$ cat src/rtl/amd_pkg.sv
// Shared types and constants of the accelerometer motion detector.
package amd_pkg;

	localparam int AxisW     = 15;
	localparam int MagW      = 15;
	localparam int SqW       = 30;
	localparam int TimeW     = 32;
	localparam int ThrW      = 15;
	localparam int DurW      = 16;
	localparam int AlphaW    = 16;
	localparam int ByteW     = 8;
	localparam int CfgIdxW   = 3;
	localparam int CfgDataW  = 16;
	localparam int StepW     = 4;

	localparam int RootSteps = 15;
	localparam int MulSteps  = 16;
	localparam int SquareLast = 2;

	localparam int GravityResetMg = 1000;
	localparam logic [ByteW-1:0] ByteMax = 8'd254;

	localparam logic [ThrW-1:0]   MoveThrReset   = 15'd50;
	localparam logic [ThrW-1:0]   StillThrReset  = 15'd20;
	localparam logic [DurW-1:0]   MoveDurReset   = 16'd500;
	localparam logic [DurW-1:0]   StillDurReset  = 16'd3000;
	localparam logic [AlphaW-1:0] GravAlphaReset = 16'd3277;
	localparam logic [AlphaW-1:0] EnrgAlphaReset = 16'd19661;

	typedef enum logic [CfgIdxW-1:0] {
		CFG_MOVE_THR    = 3'd0,
		CFG_STILL_THR   = 3'd1,
		CFG_MOVE_DUR    = 3'd2,
		CFG_STILL_DUR   = 3'd3,
		CFG_GRAV_ALPHA  = 3'd4,
		CFG_ENRG_ALPHA  = 3'd5
	} amd_cfg_idx_t;

	typedef enum logic [2:0] {
		ST_IDLE,
		ST_SQUARE,
		ST_ROOT,
		ST_PREP,
		ST_MUL,
		ST_UPD,
		ST_DEV,
		ST_DECIDE
	} amd_state_t;

endpackage

$ cat src/rtl/amd_if.sv
// Sample and result channel interfaces of the motion detector.
interface amd_sample_if;
	logic                                valid;
	logic                                ready;
	logic signed [amd_pkg::AxisW-1:0]    accel_x;
	logic signed [amd_pkg::AxisW-1:0]    accel_y;
	logic signed [amd_pkg::AxisW-1:0]    accel_z;
	logic        [amd_pkg::TimeW-1:0]    now_ms;

	modport source (output valid, accel_x, accel_y, accel_z, now_ms, input ready);
	modport sink   (input valid, accel_x, accel_y, accel_z, now_ms, output ready);
endinterface

interface amd_result_if;
	logic                              valid;
	logic                              ready;
	logic [amd_pkg::ByteW-1:0]         energy_byte;
	logic [amd_pkg::MagW-1:0]          energy_mg;
	logic                              moving;

	modport source (output valid, energy_byte, energy_mg, moving, input ready);
	modport sink   (input valid, energy_byte, energy_mg, moving, output ready);
endinterface

$ cat src/rtl/accel_motion_detector_unit.sv
// Accelerometer motion detector: magnitude, gravity and energy averages, hysteresis flag.
//
// Usage:
//  - sample channel: one beat carries accel_x/y/z (milli-g) and now_ms.
//  - result channel: one beat per sample with energy_byte, energy_mg, moving.
//  - configuration: cfg_we/cfg_index/cfg_data write one register per cycle,
//    only while the block is idle; indexes beyond the list are dropped.
//  - A sample goes from accept to result beat through the shared squarer,
//    the bit-pair square root, then for each of the two averages a prep
//    step, the shift-add multiplier and an update step, with the deviation
//    step between the two averages and the decision step last.
//    One serial multiplier serves both averages, so no new sample is taken
//    before the last one is through; sample.ready is high only when idle.
//  - The result sits in an output register; when the receiver stalls the
//    next sample is still accepted and processed, and its decision step
//    holds until the waiting beat is taken.
//  - Reset (arst_n low) restores register defaults, gravity at 1000 mg,
//    zero energy, both timers unset and the flag still.
module accel_motion_detector_unit #(
	parameter int FRAC_BITS = 16
) (
	input  logic                           clk,
	input  logic                           arst_n,
	amd_sample_if.sink                     sample,
	amd_result_if.source                   result,
	input  logic                           cfg_we,
	input  logic [amd_pkg::CfgIdxW-1:0]    cfg_index,
	input  logic [amd_pkg::CfgDataW-1:0]   cfg_data
);

	localparam int AvgW = amd_pkg::MagW + FRAC_BITS;
	localparam logic [AvgW-1:0] GravReset = AvgW'(amd_pkg::GravityResetMg) << FRAC_BITS;

	// configuration registers
	logic [amd_pkg::ThrW-1:0]   move_thr_q, still_thr_q;
	logic [amd_pkg::DurW-1:0]   move_dur_q, still_dur_q;
	logic [amd_pkg::AlphaW-1:0] grav_alpha_q, enrg_alpha_q;

	// architectural state
	logic [AvgW-1:0]            grav_q, enrg_q;
	logic [amd_pkg::TimeW-1:0]  above_q, below_q;
	logic                       moving_q;

	// working registers
	amd_pkg::amd_state_t        state_q, state_d;
	logic [amd_pkg::StepW-1:0]  cnt_q;
	logic [amd_pkg::AxisW-1:0]  axis_q [3];
	logic [amd_pkg::TimeW-1:0]  now_q;
	logic [amd_pkg::SqW-1:0]    rem_q, root_q;
	logic [AvgW-1:0]            dev_q, diff_q, acc_q;
	logic [amd_pkg::AlphaW-1:0] mplier_q;
	logic                       up_q, pass_q;

	// output register
	logic                       res_valid_q;
	logic [amd_pkg::ByteW-1:0]  res_byte_q;
	logic [amd_pkg::MagW-1:0]   res_mg_q;
	logic                       res_moving_q;

	logic                       accept, load_out;

	assign sample.ready = (state_q == amd_pkg::ST_IDLE);
	assign accept       = sample.valid && sample.ready;
	assign load_out     = (state_q == amd_pkg::ST_DECIDE) && (!res_valid_q || result.ready);

	assign result.valid       = res_valid_q;
	assign result.energy_byte = res_byte_q;
	assign result.energy_mg   = res_mg_q;
	assign result.moving      = res_moving_q;

	function automatic logic [amd_pkg::AxisW-1:0] axis_abs(logic [amd_pkg::AxisW-1:0] a);
		return a[amd_pkg::AxisW-1] ? (~a + 1'b1) : a;
	endfunction

	// shared squarer
	logic [amd_pkg::AxisW-1:0] sq_op;
	logic [amd_pkg::SqW-1:0]   sq_prod, sq_sum;
	assign sq_op   = axis_q[cnt_q[1:0]];
	assign sq_prod = amd_pkg::SqW'(sq_op) * amd_pkg::SqW'(sq_op);
	assign sq_sum  = rem_q + sq_prod;

	// square root step: one bit pair per cycle
	logic [amd_pkg::SqW-1:0] rt_bit, rt_trial;
	logic                    rt_fit;
	assign rt_bit   = amd_pkg::SqW'(1) << {cnt_q, 1'b0};
	assign rt_trial = root_q + rt_bit;
	assign rt_fit   = rem_q >= rt_trial;

	// averaging operands
	logic [AvgW-1:0]            mag_fx, target, avg_sel, avg_new;
	logic [amd_pkg::AlphaW-1:0] alpha_sel;
	logic [AvgW:0]              mul_sum;
	assign mag_fx    = AvgW'(root_q[amd_pkg::MagW-1:0]) << FRAC_BITS;
	assign target    = pass_q ? dev_q : mag_fx;
	assign avg_sel   = pass_q ? enrg_q : grav_q;
	assign alpha_sel = pass_q ? enrg_alpha_q : grav_alpha_q;
	assign mul_sum   = {1'b0, acc_q} + (mplier_q[0] ? {1'b0, diff_q} : '0);
	assign avg_new   = up_q ? (avg_sel + acc_q) : (avg_sel - acc_q);

	// decision
	logic                       is_high, is_low;
	logic [amd_pkg::TimeW-1:0]  up_elapsed, dn_elapsed;
	logic [amd_pkg::MagW-1:0]   whole;
	logic [amd_pkg::MagW-3:0]   quarter;
	assign is_high    = enrg_q >= (AvgW'(move_thr_q) << FRAC_BITS);
	assign is_low     = enrg_q <  (AvgW'(still_thr_q) << FRAC_BITS);
	assign up_elapsed = now_q - above_q;
	assign dn_elapsed = now_q - below_q;
	assign whole      = enrg_q[AvgW-1:FRAC_BITS];
	assign quarter    = whole[amd_pkg::MagW-1:2];

	// sequencer
	always_ff @(posedge clk or negedge arst_n) begin
		if (!arst_n) begin
			state_q <= amd_pkg::ST_IDLE;
		end else begin
			state_q <= state_d;
		end
	end

	always_comb begin
		state_d = state_q;
		case (state_q)
			amd_pkg::ST_IDLE: begin
				if (accept) state_d = amd_pkg::ST_SQUARE;
			end
			amd_pkg::ST_SQUARE: begin
				if (cnt_q == amd_pkg::StepW'(amd_pkg::SquareLast)) state_d = amd_pkg::ST_ROOT;
			end
			amd_pkg::ST_ROOT: begin
				if (cnt_q == '0) state_d = amd_pkg::ST_PREP;
			end
			amd_pkg::ST_PREP: begin
				state_d = amd_pkg::ST_MUL;
			end
			amd_pkg::ST_MUL: begin
				if (cnt_q == '0) state_d = amd_pkg::ST_UPD;
			end
			amd_pkg::ST_UPD: begin
				state_d = pass_q ? amd_pkg::ST_DECIDE : amd_pkg::ST_DEV;
			end
			amd_pkg::ST_DEV: begin
				state_d = amd_pkg::ST_PREP;
			end
			amd_pkg::ST_DECIDE: begin
				if (load_out) state_d = amd_pkg::ST_IDLE;
			end
			default: state_d = amd_pkg::ST_IDLE;
		endcase
	end

	// configuration writes
	always_ff @(posedge clk or negedge arst_n) begin
		if (!arst_n) begin
			move_thr_q   <= amd_pkg::MoveThrReset;
			still_thr_q  <= amd_pkg::StillThrReset;
			move_dur_q   <= amd_pkg::MoveDurReset;
			still_dur_q  <= amd_pkg::StillDurReset;
			grav_alpha_q <= amd_pkg::GravAlphaReset;
			enrg_alpha_q <= amd_pkg::EnrgAlphaReset;
		end else if (cfg_we) begin
			case (amd_pkg::amd_cfg_idx_t'(cfg_index))
				amd_pkg::CFG_MOVE_THR:   move_thr_q   <= cfg_data[amd_pkg::ThrW-1:0];
				amd_pkg::CFG_STILL_THR:  still_thr_q  <= cfg_data[amd_pkg::ThrW-1:0];
				amd_pkg::CFG_MOVE_DUR:   move_dur_q   <= cfg_data;
				amd_pkg::CFG_STILL_DUR:  still_dur_q  <= cfg_data;
				amd_pkg::CFG_GRAV_ALPHA: grav_alpha_q <= cfg_data;
				amd_pkg::CFG_ENRG_ALPHA: enrg_alpha_q <= cfg_data;
				default: ;
			endcase
		end
	end

	// averages, timers and flag
	always_ff @(posedge clk or negedge arst_n) begin
		if (!arst_n) begin
			grav_q   <= GravReset;
			enrg_q   <= '0;
			above_q  <= '0;
			below_q  <= '0;
			moving_q <= 1'b0;
		end else begin
			if (state_q == amd_pkg::ST_UPD) begin
				if (pass_q) enrg_q <= avg_new;
				else        grav_q <= avg_new;
			end
			if (load_out) begin
				if (is_high) begin
					below_q <= '0;
					if (above_q == '0) begin
						above_q <= now_q;
					end else if (!moving_q && up_elapsed >= amd_pkg::TimeW'(move_dur_q)) begin
						moving_q <= 1'b1;
					end
				end else if (is_low) begin
					above_q <= '0;
					if (below_q == '0) begin
						below_q <= now_q;
					end else if (moving_q && dn_elapsed >= amd_pkg::TimeW'(still_dur_q)) begin
						moving_q <= 1'b0;
					end
				end else begin
					above_q <= '0;
					below_q <= '0;
				end
			end
		end
	end

	// working datapath: squarer, root, serial multiplier
	always_ff @(posedge clk) begin
		case (state_q)
			amd_pkg::ST_IDLE: begin
				if (accept) begin
					axis_q[0] <= axis_abs(sample.accel_x);
					axis_q[1] <= axis_abs(sample.accel_y);
					axis_q[2] <= axis_abs(sample.accel_z);
					now_q     <= sample.now_ms;
					rem_q     <= '0;
					cnt_q     <= '0;
					pass_q    <= 1'b0;
				end
			end
			amd_pkg::ST_SQUARE: begin
				rem_q <= sq_sum;
				if (cnt_q == amd_pkg::StepW'(amd_pkg::SquareLast)) begin
					root_q <= '0;
					cnt_q  <= amd_pkg::StepW'(amd_pkg::RootSteps - 1);
				end else begin
					cnt_q <= cnt_q + 1'b1;
				end
			end
			amd_pkg::ST_ROOT: begin
				if (rt_fit) begin
					rem_q  <= rem_q - rt_trial;
					root_q <= (root_q >> 1) + rt_bit;
				end else begin
					root_q <= root_q >> 1;
				end
				cnt_q <= cnt_q - 1'b1;
			end
			amd_pkg::ST_PREP: begin
				up_q     <= target >= avg_sel;
				diff_q   <= (target >= avg_sel) ? (target - avg_sel) : (avg_sel - target);
				mplier_q <= alpha_sel;
				acc_q    <= '0;
				cnt_q    <= amd_pkg::StepW'(amd_pkg::MulSteps - 1);
			end
			amd_pkg::ST_MUL: begin
				// floor division by two each step keeps the exact floor of the product
				acc_q    <= mul_sum[AvgW:1];
				mplier_q <= mplier_q >> 1;
				cnt_q    <= cnt_q - 1'b1;
			end
			amd_pkg::ST_DEV: begin
				dev_q  <= (mag_fx >= grav_q) ? (mag_fx - grav_q) : (grav_q - mag_fx);
				pass_q <= 1'b1;
			end
			default: ;
		endcase
	end

	// output register
	always_ff @(posedge clk or negedge arst_n) begin
		if (!arst_n) begin
			res_valid_q <= 1'b0;
		end else if (load_out) begin
			res_valid_q <= 1'b1;
		end else if (result.ready) begin
			res_valid_q <= 1'b0;
		end
	end

	always_ff @(posedge clk) begin
		if (load_out) begin
			res_byte_q <= (quarter >= (amd_pkg::MagW-2)'(amd_pkg::ByteMax))
				? amd_pkg::ByteMax : quarter[amd_pkg::ByteW-1:0];
			res_mg_q   <= whole;
			// flag after this sample, same rules as the state update
			if (is_high) begin
				res_moving_q <= moving_q || ((above_q != '0)
					&& (up_elapsed >= amd_pkg::TimeW'(move_dur_q)));
			end else if (is_low) begin
				res_moving_q <= moving_q && !((below_q != '0)
					&& (dn_elapsed >= amd_pkg::TimeW'(still_dur_q)));
			end else begin
				res_moving_q <= moving_q;
			end
		end
	end

endmodule

$ cat src/flat_wrapper.sv
// flat-port wrapper written by rule: the top's interface ports become plain ports
module accel_motion_detector_unit_flat 
#(
	parameter int FRAC_BITS = 16
)
  (clk, arst_n, cfg_we, cfg_index, cfg_data, sample_valid, sample_accel_x, sample_accel_y, sample_accel_z, sample_now_ms, sample_ready, result_valid, result_energy_byte, result_energy_mg, result_moving, result_ready);
  amd_sample_if sample_i ();
  amd_result_if result_i ();
  input  logic clk;
  input  logic arst_n;
  input  logic cfg_we;
  input  logic [amd_pkg::CfgIdxW-1:0] cfg_index;
  input  logic [amd_pkg::CfgDataW-1:0] cfg_data;
  input wire logic [$bits(sample_i.valid)-1:0] sample_valid;
  input wire logic [$bits(sample_i.accel_x)-1:0] sample_accel_x;
  input wire logic [$bits(sample_i.accel_y)-1:0] sample_accel_y;
  input wire logic [$bits(sample_i.accel_z)-1:0] sample_accel_z;
  input wire logic [$bits(sample_i.now_ms)-1:0] sample_now_ms;
  output wire logic [$bits(sample_i.ready)-1:0] sample_ready;
  output wire logic [$bits(result_i.valid)-1:0] result_valid;
  output wire logic [$bits(result_i.energy_byte)-1:0] result_energy_byte;
  output wire logic [$bits(result_i.energy_mg)-1:0] result_energy_mg;
  output wire logic [$bits(result_i.moving)-1:0] result_moving;
  input wire logic [$bits(result_i.ready)-1:0] result_ready;
  assign sample_i.valid = sample_valid;
  assign sample_i.accel_x = sample_accel_x;
  assign sample_i.accel_y = sample_accel_y;
  assign sample_i.accel_z = sample_accel_z;
  assign sample_i.now_ms = sample_now_ms;
  assign sample_ready = sample_i.ready;
  assign result_valid = result_i.valid;
  assign result_energy_byte = result_i.energy_byte;
  assign result_energy_mg = result_i.energy_mg;
  assign result_moving = result_i.moving;
  assign result_i.ready = result_ready;
  accel_motion_detector_unit #(.FRAC_BITS(FRAC_BITS)) u_core (.clk(clk), .arst_n(arst_n), .sample(sample_i), .result(result_i), .cfg_we(cfg_we), .cfg_index(cfg_index), .cfg_data(cfg_data));
endmodule
$ cat config.mk
export PLATFORM = sky130hd
export DESIGN_NAME = accel_motion_detector_unit_flat
export DESIGN_NICKNAME = d
export VERILOG_FILES = /design/src/rtl/amd_pkg.sv /design/src/rtl/amd_if.sv /design/src/rtl/accel_motion_detector_unit.sv /design/src/flat_wrapper.sv
export SDC_FILE = /design/constraint.sdc
export NUM_CORES = 2
export LEC_CHECK = 0
export ABC_AREA = 1
export BUFFER_PORTS_ARGS = -buffer_cell sky130_fd_sc_hd__clkbuf_2
export CAP_MARGIN = 20
export CELL_PAD_IN_SITES_DETAIL_PLACEMENT = 1
export CELL_PAD_IN_SITES_GLOBAL_PLACEMENT = 1
export CORE_ASPECT_RATIO = 1.75
export CORE_MARGIN = 8
export CORE_UTILIZATION = 35
export CTS_CLUSTER_SIZE = 14
export DETAILED_ROUTE_END_ITERATION = 16
export HOLD_SLACK_MARGIN = 0.05
export PLACE_DENSITY = 0.62
export SETUP_SLACK_MARGIN = 0.2
export SLEW_MARGIN = 20
export SYNTH_ARGS = -nofsm -noshare
export SYNTH_HDL_FRONTEND = slang
export SYNTH_SLANG_ARGS = --single-unit
$ cat constraint.sdc
create_clock -name clk -period 10.47 [get_ports clk]
set_clock_uncertainty 0.2 [all_clocks]
set_input_delay 0.5235 -clock clk [delete_from_list [all_inputs] [get_ports clk]]
set_output_delay 0.5235 -clock clk [all_outputs]
set_load 0.01 [all_outputs]
# Word-level counts from Yosys, hierarchy flattened
# Memory sizes are Yosys's and may differ from the RTL's. A register that Yosys moved wholly into a read port is not among the register bits.
# Cells that the tools add are included.
# totals
ff_bits	456
mem_bits_rw	45
inputBits	101
output_inout_bits	26
word_cells	177
n_memories	1
# op_classes
n_addsub	18
multipliers	1
n_lt_le_gt_ge	8
eq_ne	24
shift	1
muxes	49
bitwise_logic	4
n_reduce_logical	45
# memory_table
memory	depth	width	rd	rd_clocked_by_memory_dff	write_ports	line	source
u_core.axis_q	3	15	1	1	3	accel_motion_detector_unit.sv:47	logic [amd_pkg::AxisW-1:0] axis_q [3];
# op_table
cell	n
$mux 31	6
$mux 32	5
$sub 31x31->31	5
$mux 30	4
$ge 31x31->1	3
$pmux 30 s3	1
$ge 32x16->1	2
$logic_not 32->1	2
$reduce_bool 32->1	2
$sub 32x32->32	2
$pmux 31 s2	1
$add 30x30->30	2
$pmux 30 s2	1
$add 15x1->15 const B	3
$mux 15	3
$not 15->15	3
$add 31x32->32	1
$pmux 16 s2	1
$add 31x31->31	1
$lt 31x31->1	1
$add 29x30->30	1
$ge 30x30->1	1
$mul 15x15->30	1
$shl 1x5->30 const A	1
other kinds (33)	97

# Logic depth before layout (Yosys ltp)
# depth
depth_word	7
depth_mapped	33
depth_no_buf	32

# Least setup slack after synthesis
# OpenSTA, ideal clock, no wires.
# synth_path
path_kind	reg-to-reg
start	register (tool-made name)
end	register u_core.rem_q[27] in the netlist's numbering, data pin
setup_time_ns	0.261
arrival_ns	6.330
required_ns	10.009
slack_ns	3.678
path_stages_with_launch	25
n_path_buf	1
synth_period_minus_slack_ns	6.792
cell_sequence	dfxtp_1 clkinv_1 clkbuf_1 o21ai_1 clkinv_1 nor2_1 inv_1 fa_1 inv_1 fa_1 fa_1 fa_1 fa_1 inv_1 fa_1 inv_1 ha_1 nand2_1 nor4_1 nand3_1 nand3_1 a21oi_1 or2_2 nand3_1 o21ai_0
# synth_lines
element	line	source
end signal: assignment	accel_motion_detector_unit.sv:225	rem_q <= sq_sum;
end signal: assignment	accel_motion_detector_unit.sv:235	rem_q <= rem_q - rt_trial;
end: declaration	accel_motion_detector_unit.sv:49	logic [amd_pkg::SqW-1:0] rem_q, root_q;

==> summary.md <==
| Metric | Value |
|---|---|
| Status | `finished clean` |
| Final net count | `7198` |
| Fin crit period | `8.44 ns` |
| Top FF cell, synth | `edfxtp_1` |
| DP HPWL | `147000 um` |
| CTS tree | `yes` |
| Drt first pass iters | `5` |
| Row cnt | `177` |
| Root buffer cell | `clkbuf_16` |
| All-Layer GR Usage | `23.6%` |
| Rel. slew slack | `29.6%` |
| Worst-Margin Slew | `1.05 ns` |
| Initial Utilization | `35.2%` |
| Post-Syn Area | `46700 um^2` |
| CTS Buf Count | `56` |
| Post-CTS setup buffer count | `0` |
| Initial antenna violation count | `4` |
| Sequential area share after synthesis | `30.0%` |
| Period utilisation layout | `80.6%` |
| Die Wd | `292 um` |
| GR Overflow Total | `0` |
| Core Box Area | `133000 um^2` |
| Data arrival, critical path | `8.63 ns` |
| I/O pin cnt | `127` |
| Fraction of registers with async set/reset | `44.7%` |
| Clock Path Buffers | `3` |
| Crit-path max FO | `28` |
| Yosys warnings | `0` |
| Critical path class | `reg -> reg` |
| CP Capture Type | `register` |
| Max frequency | `119 MHz` |
| Critical Path Source Type | `register` |
| CTS sink count | `503` |
| Vias in the first global route | `46.5k` |
| Layout cells sized above 1 | `6.34%` |
| Die ar. | `146000 um^2` |
| Count of pins over their slew limit | `0` |
| Syn-to-layout area delta | `11.7%` |
| Avg WL per Cell | `21.3 um` |
| Cells after Synth | `6299` |
| Post-route ant nets | `0` |
| Gpl congestion | `0.954` |
| Number of synthesized register bits | `503` |
| Vias after detailed routing | `42.4k` |
| Pin count of the biggest net entering global routing | `111` |
| Setup TNS | `0 ns` |
| Clk Latency, worst-skew pair | `0.69 ns` |
| Syn_nets | `7010` |
| Initial DRC count | `1664` |
| Synthesized area per cell | `7.42 um^2` |
| Unique masters post-synth | `69` |
| First-pass GRT wire length | `268000 um` |
| IO buf count | `126` |
| Via density per instance | `5.15` |
| HP Class | `in -> reg` |
| Setup-failing EPs final | `0` |
| Max H-tree Level | `2` |
| Die span in y | `499 um` |
| # DRC | `0` |
| Max Cap Viol | `0` |
| HP Start | `cfg_data[3]` |
| RSZ-0062 raised after global routing | `no` |
| Drt total wl | `175000 um` |
| Number of synthesized flops with an enable pin | `276` |
| CTS clk-pin slew, worst paths | `0.06 ns` |
| Final hold vios | `0` |
| CP Data Required Time | `10.66 ns` |
==> cell usage in the layout, fill, tap and decap left out, types with 39 or more instances in the layout <==
cell type and instances:
clkbuf_16 61, dfstp_2 39, nand4_1 49, ha_1 440
nand3_1 267, a21oi_1 418, xnor2_1 72, nand2_1 1417
edfxtp_1 276, nor3_1 73, o21ai_0 542, fa_1 170
nor2_1 484, dlygate4sd3_1 74, clkbuf_2 125, a31oi_1 45
xor2_1 167, buf_4 45, or2_2 55, inv_1 1170
dfrtp_1 186
==> area by class of cell <==
cell class              instances  area, um^2
fillers                     16500       80500
multi-input cells            4496       27900
flip-flops and latches        503       14000
inverters                    1183        4440
well taps                    1700        2130
repair buffers                247        1770
clock buffers                  75        1620
clock inverters                30         332
diodes                          1        2.50
==> synthesized netlist by cell type, types with 5 or more instances <==
library cell / n / area share, %
dfstp_2: 39 / 2.2
clkbuf_1: 96 / 0.77
nor2_1: 490 / 3.9
o31ai_1: 18 / 0.29
o211ai_1: 32 / 0.51
nand4_1: 49 / 0.66
nor3_1: 73 / 0.78
dfrtp_1: 186 / 10
nor2_4: 8 / 0.19
fa_1: 170 / 7.3
a211oi_1: 7 / 0.11
edfxtp_1: 276 / 18
or2_2: 55 / 0.74
nand2_2: 7 / 0.094
o21ai_1: 18 / 0.19
o21bai_1: 31 / 0.50
xor2_1: 167 / 3.1
o21a_1: 18 / 0.29
xor2_2: 5 / 0.17
inv_1: 1172 / 9.4
nand3_1: 267 / 2.9
nand2_1: 1420 / 11
ha_1: 440 / 12
xnor2_1: 72 / 1.3
nand3b_1: 13 / 0.21
buf_2: 15 / 0.16
a31oi_1: 45 / 0.60
o2111ai_1: 5 / 0.094
o21ai_0: 542 / 5.8
clkinv_1: 8 / 0.064
a21oi_1: 420 / 4.5
nor4_1: 34 / 0.46
a21boi_0: 11 / 0.18
a21o_1: 30 / 0.48
==> stage by stage <==
stage          util (%)  hold slack [ns]  setup slack (ns)  cells  area [um^2]
2_1_floorplan         -           0.0279              3.68   6299        46700
3_3_place_gp       37.3            0.266              2.12   8053        49400
3_5_place_dp       37.3            0.273              1.99   8053        49400
4_1_cts            39.3           0.0537              1.96   8232        52100
5_1_grt            39.3           0.0720              1.44   8235        52200
6_report           39.3           0.0771              2.03   8235        52200
==> worst paths after layout <==
| kind | cells past startpoint | slack [ns] | endpoint |
|---|---|---|---|
| max in group asynchronous | 4 | 7.49 | u_core.enrg_q[29]$_DFFE_PN0P_ |
| worst max-delay path | 23 | 2.03 | u_core.rem_q[27]$_DFFE_PP_ |
| min in group asynchronous | 2 | 0.20 | u_core.enrg_q[2]$_DFFE_PN0P_ |
| worst max register to register | 23 | 2.03 | u_core.rem_q[27]$_DFFE_PP_ |
| worst min-delay path | 3 | 0.08 | u_core.still_thr_q[3]$_DFFE_PN0P_ |
| worst min register to register | 2 | 0.28 | u_core.grav_alpha_q[8]$_DFFE_PN0P_ |
==> routing by layer <==
metal	up-vias	routed length [um]	part of all wire [%]	global-route usage, %
met4	4	10200	5.8	12.0
met2	650	99400	57	48.5
met1	20700	61800	35	22.7
met5	-	27	0.015	0
met3	377	3740	2.1	2.16
li1	20700	-	-	-
==> worst max-delay path: stages (launching register included) <==
cell      delay, ns
dfxtp_1        0.37
clkinv_1       0.54
o21ai_1        0.78
clkinv_1       0.54
nor2_1         0.32
inv_1          0.09
fa_1           0.51
inv_1          0.05
fa_1           0.48
fa_1           0.54
fa_1           0.53
fa_1           0.54
inv_1          0.05
fa_1           0.53
inv_1          0.05
ha_1           0.38
nand2_1        0.13
nor4_1         0.62
nand3_1        0.15
nand3_1        0.24
a21oi_1        0.12
or2_2          0.28
nand3_1        0.06
o21ai_0        0.08
==> flip-flops by register name, indices dropped and copies added, names as in the netlist, 3 cells and up, named ones only <==
name,flops
u_core.rem_q,30
u_core.mplier_q,16
u_core.diff_q,31
u_core.now_q,32
u_core.still_thr_q,15
u_core.root_q,30
u_core.state_q,3
u_core.grav_q,31
u_core.grav_alpha_q,16
u_core.dev_q,31
u_core.acc_q,31
u_core.below_q,32
u_core.still_dur_q,16
u_core.result.energy_byte,8
u_core.result.energy_mg,15
u_core.cnt_q,4
u_core.enrg_q,31
u_core.enrg_alpha_q,16
u_core.move_dur_q,16
u_core.move_thr_q,15
u_core.axis_q,45
u_core.above_q,32
==> kinds of logic (layout without fill, tap and decap cells) <==
kind of cell             after synthesis  count (layout)  synth area share [%]
XOR/XNOR                             244             244                  4.65
flip-flops                           503             503                  30.0
AND/OR/NAND/NOR                     2435            2435                  21.7
multiplexers                           1               1                0.0214
adder cells (fa/ha/maj)              610             610                  19.1
AO/OA/AOI/OAI                       1206            1206                  14.1
buffers and inverters               1300            1535                  10.5
other                                  0               1                     0
==> repair_timing <==
| item | CTS | global route |
|---|---|---|
| hold buffers | 74 | 0 |
| hold endpoints to repair | 166 | 0 |
| resized for setup | 0 | 0 |
Power is not shown: default switching activity piles up to over one toggle a cycle in this logic, so the estimate is an artifact.
